### config.mk
export PLATFORM = sky130hd
export DESIGN_NAME = frustum_plane_extractor_flat
export DESIGN_NICKNAME = d
export VERILOG_FILES = /design/src/rtl/fpe_pkg.sv /design/src/rtl/fpe_if.sv /design/src/rtl/fpe_ctrl.sv /design/src/rtl/fpe_dp.sv /design/src/rtl/frustum_plane_extractor.sv /design/src/flat_wrapper.sv
export SDC_FILE = /design/constraint.sdc
export NUM_CORES = 2
export LEC_CHECK = 0
export BUFFER_PORTS_ARGS = -buffer_cell sky130_fd_sc_hd__buf_2
export CAP_MARGIN = 10
export CORE_MARGIN = 2
export CORE_UTILIZATION = 55
export DETAILED_ROUTE_END_ITERATION = 10
export HOLD_SLACK_MARGIN = 0.12
export PLACE_DENSITY = 0.7
export SLEW_MARGIN = 20
export SYNTH_ARGS = -nofsm -noshare
export SYNTH_HDL_FRONTEND = slang
export SYNTH_SLANG_ARGS = --single-unit
### constraint.sdc
create_clock -name clock -period 14.9 [get_ports clock]
set_clock_uncertainty 0.15 [all_clocks]
set_input_delay 2.98 -clock clock [delete_from_list [all_inputs] [get_ports clock]]
set_output_delay 2.98 -clock clock [all_outputs]
set_load 0.005 [all_outputs]
### src/rtl/fpe_pkg.sv
// ----------------------------------------------------------------------------
// fpe_pkg
// Shared constants and controller/datapath link types for the frustum
// plane extractor.
// ----------------------------------------------------------------------------
package fpe_pkg;

   localparam int WORD_BITS   = 32;
   localparam int FRAC_BITS   = 16;
   localparam int ROW_COUNT   = 3;
   localparam int ELEM_COUNT  = 4;
   localparam int SQRT_STEPS  = WORD_BITS;
   localparam int NUM_BITS    = WORD_BITS + FRAC_BITS;
   localparam int DIV_STEPS   = NUM_BITS / 2;

   localparam logic [1:0] ROW_TRIGGER = 2'd3;
   localparam logic [2:0] PLANE_FAR   = 3'd5;
   localparam logic [1:0] ELEM_LAST   = 2'd3;

   typedef struct packed {
      logic       req_ready;
      logic       read_row;
      logic [1:0] row_sel;
      logic       sum;
      logic       sub;
      logic       sq_mul;
      logic       sq_acc;
      logic [1:0] sel;
      logic       sqrt_init;
      logic       sqrt_step;
      logic       div_init;
      logic       div_step;
      logic       div_fin;
      logic       emit;
      logic [2:0] plane;
      logic       last;
   } cmd_type;

   typedef struct packed {
      logic req_valid;
      logic req_trigger;
      logic len_zero;
      logic out_free;
   } sts_type;

endpackage

### src/rtl/fpe_if.sv
// ----------------------------------------------------------------------------
// fpe_req_if / fpe_rsp_if
// Valid/ready channels carrying matrix rows in and plane words out.
// ----------------------------------------------------------------------------
interface fpe_req_if;
   logic               valid;
   logic               ready;
   logic [1:0]         row_index;
   logic signed [31:0] elem_x;
   logic signed [31:0] elem_y;
   logic signed [31:0] elem_z;
   logic signed [31:0] elem_w;

   modport source (output valid, row_index, elem_x, elem_y, elem_z, elem_w,
                   input ready);
   modport sink   (input valid, row_index, elem_x, elem_y, elem_z, elem_w,
                   output ready);
endinterface

interface fpe_rsp_if;
   logic               valid;
   logic               ready;
   logic [2:0]         plane_index;
   logic signed [31:0] coef_a;
   logic signed [31:0] coef_b;
   logic signed [31:0] coef_c;
   logic signed [31:0] coef_d;
   logic               last_plane;

   modport source (output valid, plane_index, coef_a, coef_b, coef_c, coef_d,
                   last_plane, input ready);
   modport sink   (input valid, plane_index, coef_a, coef_b, coef_c, coef_d,
                   last_plane, output ready);
endinterface

### src/rtl/fpe_ctrl.sv
// ----------------------------------------------------------------------------
// fpe_ctrl
// Sequencer: per plane it steps read, sum, squares, square root,
// four divisions (skipped for a zero-length plane) and the output load.
// ----------------------------------------------------------------------------
module fpe_ctrl (
   input  logic             clock,
   input  logic             reset,
   input  fpe_pkg::sts_type sts,
   output fpe_pkg::cmd_type cmd
);
   import fpe_pkg::*;

   localparam logic [3:0] S_IDLE      = 4'd0;
   localparam logic [3:0] S_READ      = 4'd1;
   localparam logic [3:0] S_SUM       = 4'd2;
   localparam logic [3:0] S_SQ        = 4'd3;
   localparam logic [3:0] S_SQRT_INIT = 4'd4;
   localparam logic [3:0] S_SQRT      = 4'd5;
   localparam logic [3:0] S_DIV_INIT  = 4'd6;
   localparam logic [3:0] S_DIV       = 4'd7;
   localparam logic [3:0] S_DIV_FIN   = 4'd8;
   localparam logic [3:0] S_OUT       = 4'd9;

   localparam logic [4:0] SQRT_END = 5'(SQRT_STEPS - 1);
   localparam logic [4:0] DIV_END  = 5'(DIV_STEPS - 1);

   logic [3:0] state_ff, state_in;
   logic [2:0] plane_ff, plane_in;
   logic [4:0] cnt_ff, cnt_in;
   logic [1:0] coef_ff, coef_in;

   always_ff @(posedge clock) begin
      if (reset) begin
         state_ff <= S_IDLE;
         plane_ff <= '0;
         cnt_ff   <= '0;
         coef_ff  <= '0;
      end else begin
         state_ff <= state_in;
         plane_ff <= plane_in;
         cnt_ff   <= cnt_in;
         coef_ff  <= coef_in;
      end
   end

   always_comb begin
      state_in = state_ff;
      plane_in = plane_ff;
      cnt_in   = cnt_ff;
      coef_in  = coef_ff;
      cmd      = '0;
      cmd.row_sel = plane_ff[2:1];
      cmd.sub     = plane_ff[0];
      cmd.plane   = plane_ff;
      cmd.last    = (plane_ff == PLANE_FAR);
      cmd.sel     = coef_ff;
      case (state_ff)
         S_IDLE: begin
            cmd.req_ready = 1'b1;
            if (sts.req_valid && sts.req_trigger) begin
               plane_in = '0;
               state_in = S_READ;
            end
         end
         S_READ: begin
            cmd.read_row = 1'b1;
            state_in     = S_SUM;
         end
         S_SUM: begin
            cmd.sum  = 1'b1;
            cnt_in   = '0;
            state_in = S_SQ;
         end
         S_SQ: begin
            cmd.sel    = cnt_ff[1:0];
            cmd.sq_mul = (cnt_ff[1:0] != ELEM_LAST);
            cmd.sq_acc = (cnt_ff != '0);
            cnt_in     = cnt_ff + 5'd1;
            if (cnt_ff[1:0] == ELEM_LAST) begin
               state_in = S_SQRT_INIT;
            end
         end
         S_SQRT_INIT: begin
            cmd.sqrt_init = 1'b1;
            cnt_in        = '0;
            state_in      = S_SQRT;
         end
         S_SQRT: begin
            cmd.sqrt_step = 1'b1;
            cnt_in        = cnt_ff + 5'd1;
            coef_in       = '0;
            if (cnt_ff == SQRT_END) begin
               state_in = S_DIV_INIT;
            end
         end
         S_DIV_INIT: begin
            if (sts.len_zero) begin
               state_in = S_OUT;
            end else begin
               cmd.div_init = 1'b1;
               cnt_in       = '0;
               state_in     = S_DIV;
            end
         end
         S_DIV: begin
            cmd.div_step = 1'b1;
            cnt_in       = cnt_ff + 5'd1;
            if (cnt_ff == DIV_END) begin
               state_in = S_DIV_FIN;
            end
         end
         S_DIV_FIN: begin
            cmd.div_fin = 1'b1;
            if (coef_ff == ELEM_LAST) begin
               state_in = S_OUT;
            end else begin
               coef_in  = coef_ff + 2'd1;
               state_in = S_DIV_INIT;
            end
         end
         S_OUT: begin
            if (sts.out_free) begin
               cmd.emit = 1'b1;
               if (plane_ff == PLANE_FAR) begin
                  state_in = S_IDLE;
               end else begin
                  plane_in = plane_ff + 3'd1;
                  state_in = S_READ;
               end
            end
         end
         default: begin
            state_in = S_IDLE;
         end
      endcase
   end

endmodule

### src/rtl/fpe_dp.sv
// ----------------------------------------------------------------------------
// fpe_dp
// Row store, plane sums, sum of squares, bit-serial square root,
// radix-4 restoring divider and output word register.
// ----------------------------------------------------------------------------
module fpe_dp (
   input  logic             clock,
   input  logic             reset,
   input  fpe_pkg::cmd_type cmd,
   output fpe_pkg::sts_type sts,
   fpe_req_if.sink          req,
   fpe_rsp_if.source        rsp
);
   import fpe_pkg::*;

   localparam int RW = 4 * WORD_BITS;

   logic [RW-1:0]        row_mem [0:ROW_COUNT-1];
   logic [RW-1:0]        src_ff;
   logic [WORD_BITS-1:0] e_ff [0:ELEM_COUNT-1];
   logic [WORD_BITS-1:0] p_ff [0:ELEM_COUNT-1];
   logic [WORD_BITS-1:0] res_ff [0:ELEM_COUNT-1];
   logic [2*WORD_BITS-1:0] prod_ff, acc_ff, rad_ff;
   logic [WORD_BITS+1:0]   srem_ff;
   logic [WORD_BITS-1:0]   root_ff;
   logic [NUM_BITS-1:0]    num_ff, quo_ff;
   logic [WORD_BITS-1:0]   drem_ff;

   logic                   rsp_valid_ff;
   logic [2:0]             rsp_plane_ff;
   logic                   rsp_last_ff;
   logic [WORD_BITS-1:0]   rsp_coef_ff [0:ELEM_COUNT-1];

   logic                   take;
   logic [RW-1:0]          req_row;
   logic [WORD_BITS-1:0]   sel_p, sel_mag;
   logic [WORD_BITS+3:0]   sr_sh;
   logic [WORD_BITS+1:0]   sr_trial;
   logic [WORD_BITS-1:0]   d_r1, d_r2;
   logic                   d_q1, d_q2;
   logic [NUM_BITS-1:0]    q_lim, q_sat;

   function automatic logic [WORD_BITS-1:0] sat_sum(input logic [WORD_BITS-1:0] a,
                                                    input logic [WORD_BITS-1:0] b,
                                                    input logic sub);
      logic [WORD_BITS:0] s;
      s = sub ? ({a[WORD_BITS-1], a} - {b[WORD_BITS-1], b})
              : ({a[WORD_BITS-1], a} + {b[WORD_BITS-1], b});
      if (s[WORD_BITS] != s[WORD_BITS-1]) begin
         return s[WORD_BITS] ? {1'b1, {(WORD_BITS-1){1'b0}}}
                             : {1'b0, {(WORD_BITS-1){1'b1}}};
      end
      return s[WORD_BITS-1:0];
   endfunction

   function automatic logic [WORD_BITS:0] div_bit(input logic [WORD_BITS-1:0] r,
                                                  input logic b,
                                                  input logic [WORD_BITS-1:0] d);
      logic [WORD_BITS:0] r2;
      r2 = {r, b};
      if (r2 >= {1'b0, d}) begin
         r2 = r2 - {1'b0, d};
         return {1'b1, r2[WORD_BITS-1:0]};
      end
      return {1'b0, r2[WORD_BITS-1:0]};
   endfunction

   assign take    = req.valid && cmd.req_ready;
   assign req.ready = cmd.req_ready;
   assign req_row = {req.elem_w, req.elem_z, req.elem_y, req.elem_x};

   assign sts.req_valid   = req.valid;
   assign sts.req_trigger = (req.row_index == ROW_TRIGGER);
   assign sts.len_zero    = (root_ff == '0);
   assign sts.out_free    = !rsp_valid_ff || rsp.ready;

   always_ff @(posedge clock) begin
      if (take && (req.row_index != ROW_TRIGGER)) begin
         row_mem[req.row_index] <= req_row;
      end
      if (cmd.read_row) begin
         src_ff <= row_mem[cmd.row_sel];
      end
   end

   assign sel_p   = p_ff[cmd.sel];
   assign sel_mag = sel_p[WORD_BITS-1] ? (~sel_p + 1'b1) : sel_p;

   assign sr_sh    = {srem_ff, rad_ff[2*WORD_BITS-1 -: 2]};
   assign sr_trial = {root_ff, 2'b01};

   always_comb begin
      logic [WORD_BITS:0] t1, t2;
      t1   = div_bit(drem_ff, num_ff[NUM_BITS-1], root_ff);
      d_q1 = t1[WORD_BITS];
      d_r1 = t1[WORD_BITS-1:0];
      t2   = div_bit(d_r1, num_ff[NUM_BITS-2], root_ff);
      d_q2 = t2[WORD_BITS];
      d_r2 = t2[WORD_BITS-1:0];
   end

   assign q_lim = sel_p[WORD_BITS-1] ? NUM_BITS'({1'b1, {(WORD_BITS-1){1'b0}}})
                                     : NUM_BITS'({1'b0, {(WORD_BITS-1){1'b1}}});
   assign q_sat = (quo_ff > q_lim) ? q_lim : quo_ff;

   always_ff @(posedge clock) begin
      if (take && (req.row_index == ROW_TRIGGER)) begin
         e_ff[0] <= req.elem_x;
         e_ff[1] <= req.elem_y;
         e_ff[2] <= req.elem_z;
         e_ff[3] <= req.elem_w;
      end
      if (cmd.sum) begin
         for (int j = 0; j < ELEM_COUNT; j++) begin
            p_ff[j] <= sat_sum(e_ff[j], src_ff[j*WORD_BITS +: WORD_BITS], cmd.sub);
         end
         acc_ff <= '0;
      end
      if (cmd.sq_mul) begin
         prod_ff <= sel_mag * sel_mag;
      end
      if (cmd.sq_acc) begin
         acc_ff <= acc_ff + prod_ff;
      end
      if (cmd.sqrt_init) begin
         rad_ff  <= acc_ff;
         srem_ff <= '0;
         root_ff <= '0;
      end
      if (cmd.sqrt_step) begin
         rad_ff <= {rad_ff[2*WORD_BITS-3:0], 2'b00};
         if (sr_sh >= {2'b00, sr_trial}) begin
            srem_ff <= (WORD_BITS+2)'(sr_sh - {2'b00, sr_trial});
            root_ff <= {root_ff[WORD_BITS-2:0], 1'b1};
         end else begin
            srem_ff <= sr_sh[WORD_BITS+1:0];
            root_ff <= {root_ff[WORD_BITS-2:0], 1'b0};
         end
      end
      if (cmd.div_init) begin
         num_ff  <= {sel_mag, {FRAC_BITS{1'b0}}};
         drem_ff <= '0;
         quo_ff  <= '0;
      end
      if (cmd.div_step) begin
         num_ff  <= {num_ff[NUM_BITS-3:0], 2'b00};
         drem_ff <= d_r2;
         quo_ff  <= {quo_ff[NUM_BITS-3:0], d_q1, d_q2};
      end
      if (cmd.div_fin) begin
         res_ff[cmd.sel] <= sel_p[WORD_BITS-1] ? (~q_sat[WORD_BITS-1:0] + 1'b1)
                                               : q_sat[WORD_BITS-1:0];
      end
   end

   always_ff @(posedge clock) begin
      if (reset) begin
         rsp_valid_ff <= 1'b0;
      end else if (cmd.emit) begin
         rsp_valid_ff <= 1'b1;
      end else if (rsp.ready) begin
         rsp_valid_ff <= 1'b0;
      end
   end

   always_ff @(posedge clock) begin
      if (cmd.emit) begin
         rsp_plane_ff <= cmd.plane;
         rsp_last_ff  <= cmd.last;
         for (int j = 0; j < ELEM_COUNT; j++) begin
            rsp_coef_ff[j] <= sts.len_zero ? p_ff[j] : res_ff[j];
         end
      end
   end

   assign rsp.valid       = rsp_valid_ff;
   assign rsp.plane_index = rsp_plane_ff;
   assign rsp.last_plane  = rsp_last_ff;
   assign rsp.coef_a      = rsp_coef_ff[0];
   assign rsp.coef_b      = rsp_coef_ff[1];
   assign rsp.coef_c      = rsp_coef_ff[2];
   assign rsp.coef_d      = rsp_coef_ff[3];

`ifndef SYNTHESIS
   a_emit_free: assert property (@(posedge clock) disable iff (reset)
      cmd.emit |-> (!rsp_valid_ff || rsp.ready))
      else $error("word loaded over a pending word");
   a_emit_valid: assert property (@(posedge clock) disable iff (reset)
      cmd.emit |=> rsp_valid_ff)
      else $error("loaded word not presented");
   a_last_far: assert property (@(posedge clock) disable iff (reset)
      (rsp_valid_ff && rsp_last_ff) |-> (rsp_plane_ff == PLANE_FAR))
      else $error("last flag on a plane other than far");
   a_no_take_busy: assert property (@(posedge clock) disable iff (reset)
      (cmd.sqrt_step || cmd.div_step) |-> !take)
      else $error("word taken while computing");
`endif

endmodule

### src/rtl/frustum_plane_extractor.sv
// ----------------------------------------------------------------------------
// frustum_plane_extractor
// Extracts six normalized frustum planes from a view-projection matrix.
// ----------------------------------------------------------------------------
// Input words carry one matrix row each (row_index 0..3, Q16.16 elements).
// Rows 0..2 are written to the row store. A row 3 word starts plane output:
// six words, left, right, bottom, top, near, far; last_plane marks far.
// Per plane: row read, sum, squares, square root (one bit per cycle),
// then per coefficient a radix-4 divider pass of 24 steps, and the
// output load; the root and divider unit is shared. Zero-length planes skip
// the divider. Input is taken only while no row 3 word is in progress.
// The output word sits in a register; when the receiver stalls, the next
// plane waits finished in the datapath and the sequencer holds.
// Reset (synchronous) clears the sequencer and the output valid; stored
// rows are kept and must be written before the first row 3 word.
// ----------------------------------------------------------------------------
module frustum_plane_extractor (
   input  logic      clock,
   input  logic      reset,
   fpe_req_if.sink   req_if,
   fpe_rsp_if.source rsp_if
);
   import fpe_pkg::*;

   cmd_type cmd;
   sts_type sts;

   fpe_ctrl u_ctrl (
      .clock (clock),
      .reset (reset),
      .sts   (sts),
      .cmd   (cmd)
   );

   fpe_dp u_dp (
      .clock (clock),
      .reset (reset),
      .cmd   (cmd),
      .sts   (sts),
      .req   (req_if),
      .rsp   (rsp_if)
   );

endmodule
### src/flat_wrapper.sv
// flat-port wrapper written by rule: the top's interface ports become plain ports
module frustum_plane_extractor_flat import fpe_pkg::*;
  (clock, reset, req_if_valid, req_if_row_index, req_if_elem_x, req_if_elem_y, req_if_elem_z, req_if_elem_w, req_if_ready, rsp_if_valid, rsp_if_plane_index, rsp_if_coef_a, rsp_if_coef_b, rsp_if_coef_c, rsp_if_coef_d, rsp_if_last_plane, rsp_if_ready);
  fpe_req_if req_if_i ();
  fpe_rsp_if rsp_if_i ();
  input  logic clock;
  input  logic reset;
  input wire logic [$bits(req_if_i.valid)-1:0] req_if_valid;
  input wire logic [$bits(req_if_i.row_index)-1:0] req_if_row_index;
  input wire logic [$bits(req_if_i.elem_x)-1:0] req_if_elem_x;
  input wire logic [$bits(req_if_i.elem_y)-1:0] req_if_elem_y;
  input wire logic [$bits(req_if_i.elem_z)-1:0] req_if_elem_z;
  input wire logic [$bits(req_if_i.elem_w)-1:0] req_if_elem_w;
  output wire logic [$bits(req_if_i.ready)-1:0] req_if_ready;
  output wire logic [$bits(rsp_if_i.valid)-1:0] rsp_if_valid;
  output wire logic [$bits(rsp_if_i.plane_index)-1:0] rsp_if_plane_index;
  output wire logic [$bits(rsp_if_i.coef_a)-1:0] rsp_if_coef_a;
  output wire logic [$bits(rsp_if_i.coef_b)-1:0] rsp_if_coef_b;
  output wire logic [$bits(rsp_if_i.coef_c)-1:0] rsp_if_coef_c;
  output wire logic [$bits(rsp_if_i.coef_d)-1:0] rsp_if_coef_d;
  output wire logic [$bits(rsp_if_i.last_plane)-1:0] rsp_if_last_plane;
  input wire logic [$bits(rsp_if_i.ready)-1:0] rsp_if_ready;
  assign req_if_i.valid = req_if_valid;
  assign req_if_i.row_index = req_if_row_index;
  assign req_if_i.elem_x = req_if_elem_x;
  assign req_if_i.elem_y = req_if_elem_y;
  assign req_if_i.elem_z = req_if_elem_z;
  assign req_if_i.elem_w = req_if_elem_w;
  assign req_if_ready = req_if_i.ready;
  assign rsp_if_valid = rsp_if_i.valid;
  assign rsp_if_plane_index = rsp_if_i.plane_index;
  assign rsp_if_coef_a = rsp_if_i.coef_a;
  assign rsp_if_coef_b = rsp_if_i.coef_b;
  assign rsp_if_coef_c = rsp_if_i.coef_c;
  assign rsp_if_coef_d = rsp_if_i.coef_d;
  assign rsp_if_last_plane = rsp_if_i.last_plane;
  assign rsp_if_i.ready = rsp_if_ready;
  frustum_plane_extractor u_core (.clock(clock), .reset(reset), .req_if(req_if_i), .rsp_if(rsp_if_i));
endmodule
-- Yosys cells after proc, flatten, opt, wreduce, memory -nomap -nowiden
Memories as Yosys holds them, arrays and structs flattened. A register that Yosys moved wholly into a read port is not among the register bits.
Cells that the tools add are included.
- bitwise operators: 2
- equality and inequality tests: 29
- multipliers: 1
- order comparisons: 4
- mux-type cells: 101
- reductions and logical operators: 22
- add/sub/neg operators: 17
- operators by type and width (operator ; count):
    32-bit 2-to-1 mux ; 30
    33-bit 2-to-1 mux ; 8
    64-bit 2-to-1 mux ; 4
    48-bit 2-to-1 mux ; 4
    32-bit by 32-bit adder with 33-bit output ; 4
    32-bit by 32-bit subtractor with 33-bit output ; 4
    34-bit 2-to-1 mux ; 3
    33-bit by 32-bit greater-or-equal comparator with 1-bit output ; 2
    32-bit by 1-bit adder with 32-bit output, second input constant ; 2
    64-bit adder ; 1
    32-bit by 32-bit multiplier with 64-bit output ; 1
    32-bit NOT ; 2
    32-bit subtractor ; 2
    48-bit by 32-bit > comparator with 1-bit output ; 1
    4-bit case mux with 10 select lines ; 1
    36-bit by 34-bit greater-or-equal comparator with 1-bit output ; 1
    1-bit 2-to-1 mux ; 35
    34-bit subtractor ; 1
    32-bit zero test ; 1
    4-bit 2-to-1 mux ; 8
    2-bit != test, second input constant ; 9
    4-bit by 3-bit equality test with 1-bit output, second input constant ; 4
    5-bit case mux with 3 select lines ; 1
    2-bit nonzero test ; 6
    other kinds (27) ; 41
- memories: 5
- memory bits (writable): 896
- input port bits: 134
- bits in registers: 389
- output and inout bits: 134
- memories (name ; words ; width ; read ports ; clocked after memory_dff ; wr ports ; RTL line ; text):
    u_core.u_dp.row_mem ; 3 ; 128 ; 1 ; 1 ; 1 ; fpe_dp.sv:18 ; logic [RW-1:0] row_mem [0:ROW_COUNT-1];
    u_core.u_dp.e_ff ; 4 ; 32 ; 4 ; 0 ; 4 ; fpe_dp.sv:20 ; logic [WORD_BITS-1:0] e_ff [0:ELEM_COUNT-1];
    u_core.u_dp.p_ff ; 4 ; 32 ; 5 ; 0 ; 4 ; fpe_dp.sv:21 ; logic [WORD_BITS-1:0] p_ff [0:ELEM_COUNT-1];
    u_core.u_dp.res_ff ; 4 ; 32 ; 4 ; 0 ; 1 ; fpe_dp.sv:22 ; logic [WORD_BITS-1:0] res_ff [0:ELEM_COUNT-1];
    u_core.u_dp.rsp_coef_ff ; 4 ; 32 ; 4 ; 0 ; 4 ; fpe_dp.sv:32 ; logic [WORD_BITS-1:0] rsp_coef_ff [0:ELEM_COUNT-1];

-- Longest topological paths before layout
An unclocked memory read counts as a cell.
- depth after elaboration: 9
- depth in mapped cells: 44

-- Hierarchy
A second synthesis with hierarchy kept.
- cell total of the unflattened synthesis: 8894
- area, all modules: 100754.1 sq um
- modules (own cells, without submodules) (module ; instances ; area an instance (sq um) ; sequential area each (sq um) ; cells each):
    fpe_dp ; 1 ; 99741.9 ; 41950.2 ; 8756
    fpe_ctrl ; 1 ; 1012.2 ; 280.3 ; 138

-- Worst setup path before layout
Ideal clock, no wire load.
- path type: input to register
- start: in req_if_valid
- end: mem u_core.u_dp.row_mem[1][0] (netlist bit), enable pin
- data required time: 13952 ps
- setup time: 798 ps
- stages: 2
- data arrival time: 12407 ps
- path slack: 1544 ps
- cell sequence: nand2_1 nor3b_1
- word-level cells in the longest chain between the ends: 4
- ends and longest elaborated chain (element ; RTL line ; text):
    start, declared ; flat_wrapper.sv:8 ; input wire logic [$bits(req_if_i.valid)-1:0] req_if_valid;
    1-bit logical AND ; fpe_dp.sv:68 ; assign take = req.valid && cmd.req_ready;
    1-bit logical AND ; fpe_dp.sv:78 ; if (take && (req.row_index != ROW_TRIGGER)) begin
    1-bit 2-to-1 mux ; fpe_dp.sv:78 ;
    1-bit 2-to-1 mux (not written as such) ; fpe_dp.sv:79 ; row_mem[req.row_index] <= req_row;
    end, declared ; fpe_dp.sv:18 ;
No other way between the ends.

-- Worst setup path after layout
- start: reg u_core.u_ctrl.state_ff[0]
- end: reg u_core.u_dp.prod_ff[49], data pin
- word-level cells in the longest chain between the ends: 7
- ends and longest elaborated chain (element ; RTL line ; text):
    start, declared ; fpe_ctrl.sv:28 ; logic [3:0] state_ff, state_in;
    start signal, assigned ; fpe_ctrl.sv:40 ; state_ff <= state_in;
    4-bit by 2-bit equality test with 1-bit output (*) ; fpe_ctrl.sv:58 ; case (state_ff)
    4-bit 2-to-1 mux (*) ; fpe_ctrl.sv:58 ;
    memory 4 x 32 bit (*) ; - ;
    32-bit NOT ; fpe_dp.sv:87 ; assign sel_mag = sel_p[WORD_BITS-1] ? (~sel_p + 1'b1) : sel_p;
    32-bit by 1-bit adder with 32-bit output ; fpe_dp.sv:87 ;
    32-bit 2-to-1 mux (*) ; fpe_dp.sv:87 ;
    32-bit by 32-bit multiplier with 64-bit output (*) ; fpe_dp.sv:120 ; prod_ff <= sel_mag * sel_mag;
    end signal, assigned ; fpe_dp.sv:120 ;
    end, declared ; fpe_dp.sv:23 ; logic [2*WORD_BITS-1:0] prod_ff, acc_ff, rad_ff;
Every way passes the cells marked *; elsewhere a longest branch is shown, timed or not.
A chain may end at the register's enable or synchronous reset.

==> run_results.csv <==
group,metric,value,unit
synth,syn_inst,8744,
synth,yosys_warnings,0,
detailed_routing,route.met3.wl,18700,um
setup_path,worst-setup-path-type,"register to register",
cts,cts_resized,0,
placement,port_buffers,267,
setup_path,cp_data_required_time,15.30,ns
cts,clk_latency,0.84,ns
outcome,status,"complete, no violations",
sta,tns,0,ns
detailed_routing,drc,0,
cts,cts.clk_slew.worst_paths,0.06,ns
detailed_routing,top_layer_used,"met5",
floorplanning,ios,268,
worst_hold_path,hp-class,"register to register",
detailed_routing,drtPass1Iterations,6,
synth,ys_seq_area_frac,0.425,
setup_path,worstPathMaxFanout,19,
synth,yosysTopAreaCell,"edfxtp_1",
finish,final_nets,10556,
setup_path,cp.arrival,14.01,ns
finish,fill_cells,14466,
run,maxCapViolCount,0,
sta,layout_worst_path_cycle_share,0.913,
synth,synth-edff-count,1395,
synth,ys_seq_elements,1412,
placement,detailed_place_hpwl,206000,um
cts,cts.path.max_buffers,3,
setup_path,worstSetupEndpointType,"register",
setup_path,critPathCapture,"u_core.u_dp.prod_ff[49]",
floorplanning,die_area,184000,um2
floorplanning,die_h,429,um
setup_path,r2r_cells,35,
setup_path,slowest_stage,"clkinv_1",
global_routing,grt-ovfl-total,0,
cts,cts_setup_buffers,0,
placement,place_congestion,0.986,
setup_path,startpoint,"u_core.u_ctrl.state_ff[0]",
detailed_routing,detail_route.wl_per_cell,23.7,um
global_routing,grt_max_degree,97,
synth,netlist_area,99400,um2
detailed_routing,ant_nets,0,
detailed_routing,post_drt_via_cell_ratio,5.87,
finish,syn2layout_area_growth,9.36,%
cts,cts.sinks,1412,
placement,place_area,104000,um2
synth,ys_dominant_reg_cell,"edfxtp_1",
cts,htree_levels,4,
setup_path,critPathMaxStageDelay,0.86,ns
sta,timing.final.crit_period,13.61,ns
finish,final_cell_area,109000,um2
global_routing,grt_pass1_vias,68777,
synth,synth_most_common_cell,"edfxtp_1",
detailed_routing,dr_wl_met2,129000,um
detailed_routing,num_vias,67572,
floorplanning,chipWidth,429,um
synth,post_synth_num_cell_types,105,
synth,synth_top_area_frac,0.421,
floorplanning,core,180000,um2
sta,timing.slew.headroom,0.157,
setup_path,reg2reg_slack,1.29,ns
setup_path,rr_startpoint,"u_core.u_ctrl.state_ff[0]",
cts,cts_tree,"built",
cts,cts_root_buffer,"clkbuf_16",
cts,cts_buffers,151,
synth,synth_common_cells,"1,395 x edfxtp_1, 1,112 x inv_1, 801 x fa_1",
floorplanning,row_count,156,
setup_path,critPathLaunchType,"register",
synth,async_flop_share,0,
floorplanning,start_util,0.552,
sta,finalSetupViolCount,0,
detailed_routing,drt_iter0_markers,6412,
global_routing,antenna_found_initial,22,
setup_path,r2r-end,"u_core.u_dp.prod_ff[49]",
sta,max_freq,73.5,MHz
synth,avgSynthCellArea,11.4,um2
sta,hold_viol_final,0,
sta,rsz0062_at_grt,"no",
cts,holdBufCountCts,0,
setup_path,critical_path.most_common_cell,"fa_1",
global_routing,grt_pass1_wl,414000,um
detailed_routing,drt-met1-wl,109000,um
synth,yosys-top-cells-area,"edfxtp_1 42%, fa_1 16%, ha_1 7.8%",
detailed_routing,wl,273000,um
sta,tightest_slew,1.26,ns
sta,final_max_slew_viol_count,0,
global_routing,grt_use_total,0.297,
finish,drive_above_1_share,0.0991,
[per-layer routing]
metal	global-route usage	vias to the layer above
met4	0.148	14
met1	0.382	33534
li1	-	30733
met2	0.488	2631
met3	0.0495	660
met5	0	-
[cells in the final DEF, fill, tap and decap left out, drive strengths merged, types with 54 or more instances in the layout]
cell type     n
edfxtp     1395
inv        1131
fa          801
nor2        753
nand2       635
ha          616
a21oi       557
buf         388
xnor2       359
o21ai       333
a21o        183
clkbuf      179
mux2i       176
mux2        155
xor2        150
nor3        132
clkinv       79
nand3        74
and2         71
a22o         67
a31oi        63
nand4        61
nand2b       56
maj3         54
[critical path: cells and delay by family (launching register included)]
family / cells / cell delay, ns
buffers and inverters: 7 / 1.90
AOI/OAI and AO/OA: 10 / 3.30
muxes: 2 / 1.37
adders and majority gates: 10 / 4.04
and+or+nand+nor: 4 / 1.48
DFF: 1 / 0.72
xor gates and xnor gates: 2 / 0.30
[logic make-up (layout without fill, tap and decap cells)]
family          count (synthesis)  count (layout)  synth area share
compound gates               1544            1544            0.0968
xor+xnor                      509             509            0.0458
fa+ha+maj                    1471            1471             0.244
buf+inv                      1430            1794            0.0550
flops                        1412            1412             0.425
mux                           360             360            0.0421
other cells                     2              36         0.0000756
simple gates                 2016            2016            0.0911
[registers in the layout (all words and copies together) (netlist names), 63 cells and up]
signal	count
u_core.u_dp.prod_ff	63
u_core.u_dp.src_ff	128
u_core.u_dp.e_ff	128
u_core.u_dp.res_ff	128
u_core.u_dp.acc_ff	64
u_core.u_dp.row_mem	384
u_core.u_dp.rad_ff	64
u_core.u_dp.rsp_coef_ff	128
u_core.u_dp.p_ff	128
[stage by stage]
| stage | utilization | worst slack, ns | hold slack [ns] | instances |
|---|---|---|---|---|
| after detailed placement | 0.576 | 1.42 | 0.326 | 11222 |
| after global routing | 0.603 | 0.650 | 0.353 | 11503 |
| after global placement | 0.576 | 1.79 | 0.318 | 11222 |
| after CTS | 0.603 | 1.39 | 0.338 | 11500 |
| after floorplan | - | 1.54 | 0.282 | 8766 |
| final | 0.603 | 1.29 | 0.345 | 11512 |
[how the worst min path moves through the flow]
stage,from,cells after the start,to
6_report,u_core.u_dp.rad_ff[1],1,u_core.u_dp.rad_ff[1]
5_1_grt,u_core.u_dp.rad_ff[1],1,u_core.u_dp.rad_ff[1]
3_3_place_gp,u_core.u_dp.rad_ff[0],1,u_core.u_dp.rad_ff[0]
2_1_floorplan,u_core.u_ctrl.plane_ff[1],0,u_core.u_dp.rsp.plane_index[1]
3_5_place_dp,u_core.u_dp.rad_ff[1],1,u_core.u_dp.rad_ff[1]
4_1_cts,u_core.u_dp.rad_ff[1],1,u_core.u_dp.rad_ff[1]
[layout make-up]
class / instances / area (um2) / share of cell area
multi-input cells: 5924 / 52100 / 0.479
flip-flops and latches: 1412 / 42200 / 0.389
inverters: 1128 / 4240 / 0.0390
clock buffers: 179 / 3880 / 0.0357
well taps: 2370 / 2970 / 0.0273
repair buffers: 388 / 2260 / 0.0208
clock inverters: 99 / 1020 / 0.00936
diodes: 12 / 30.0 / 0.000276
Power is left out: the tool's default activity adds up to more than one toggle a clock period on the data nets, which glitch-free logic cannot reach.
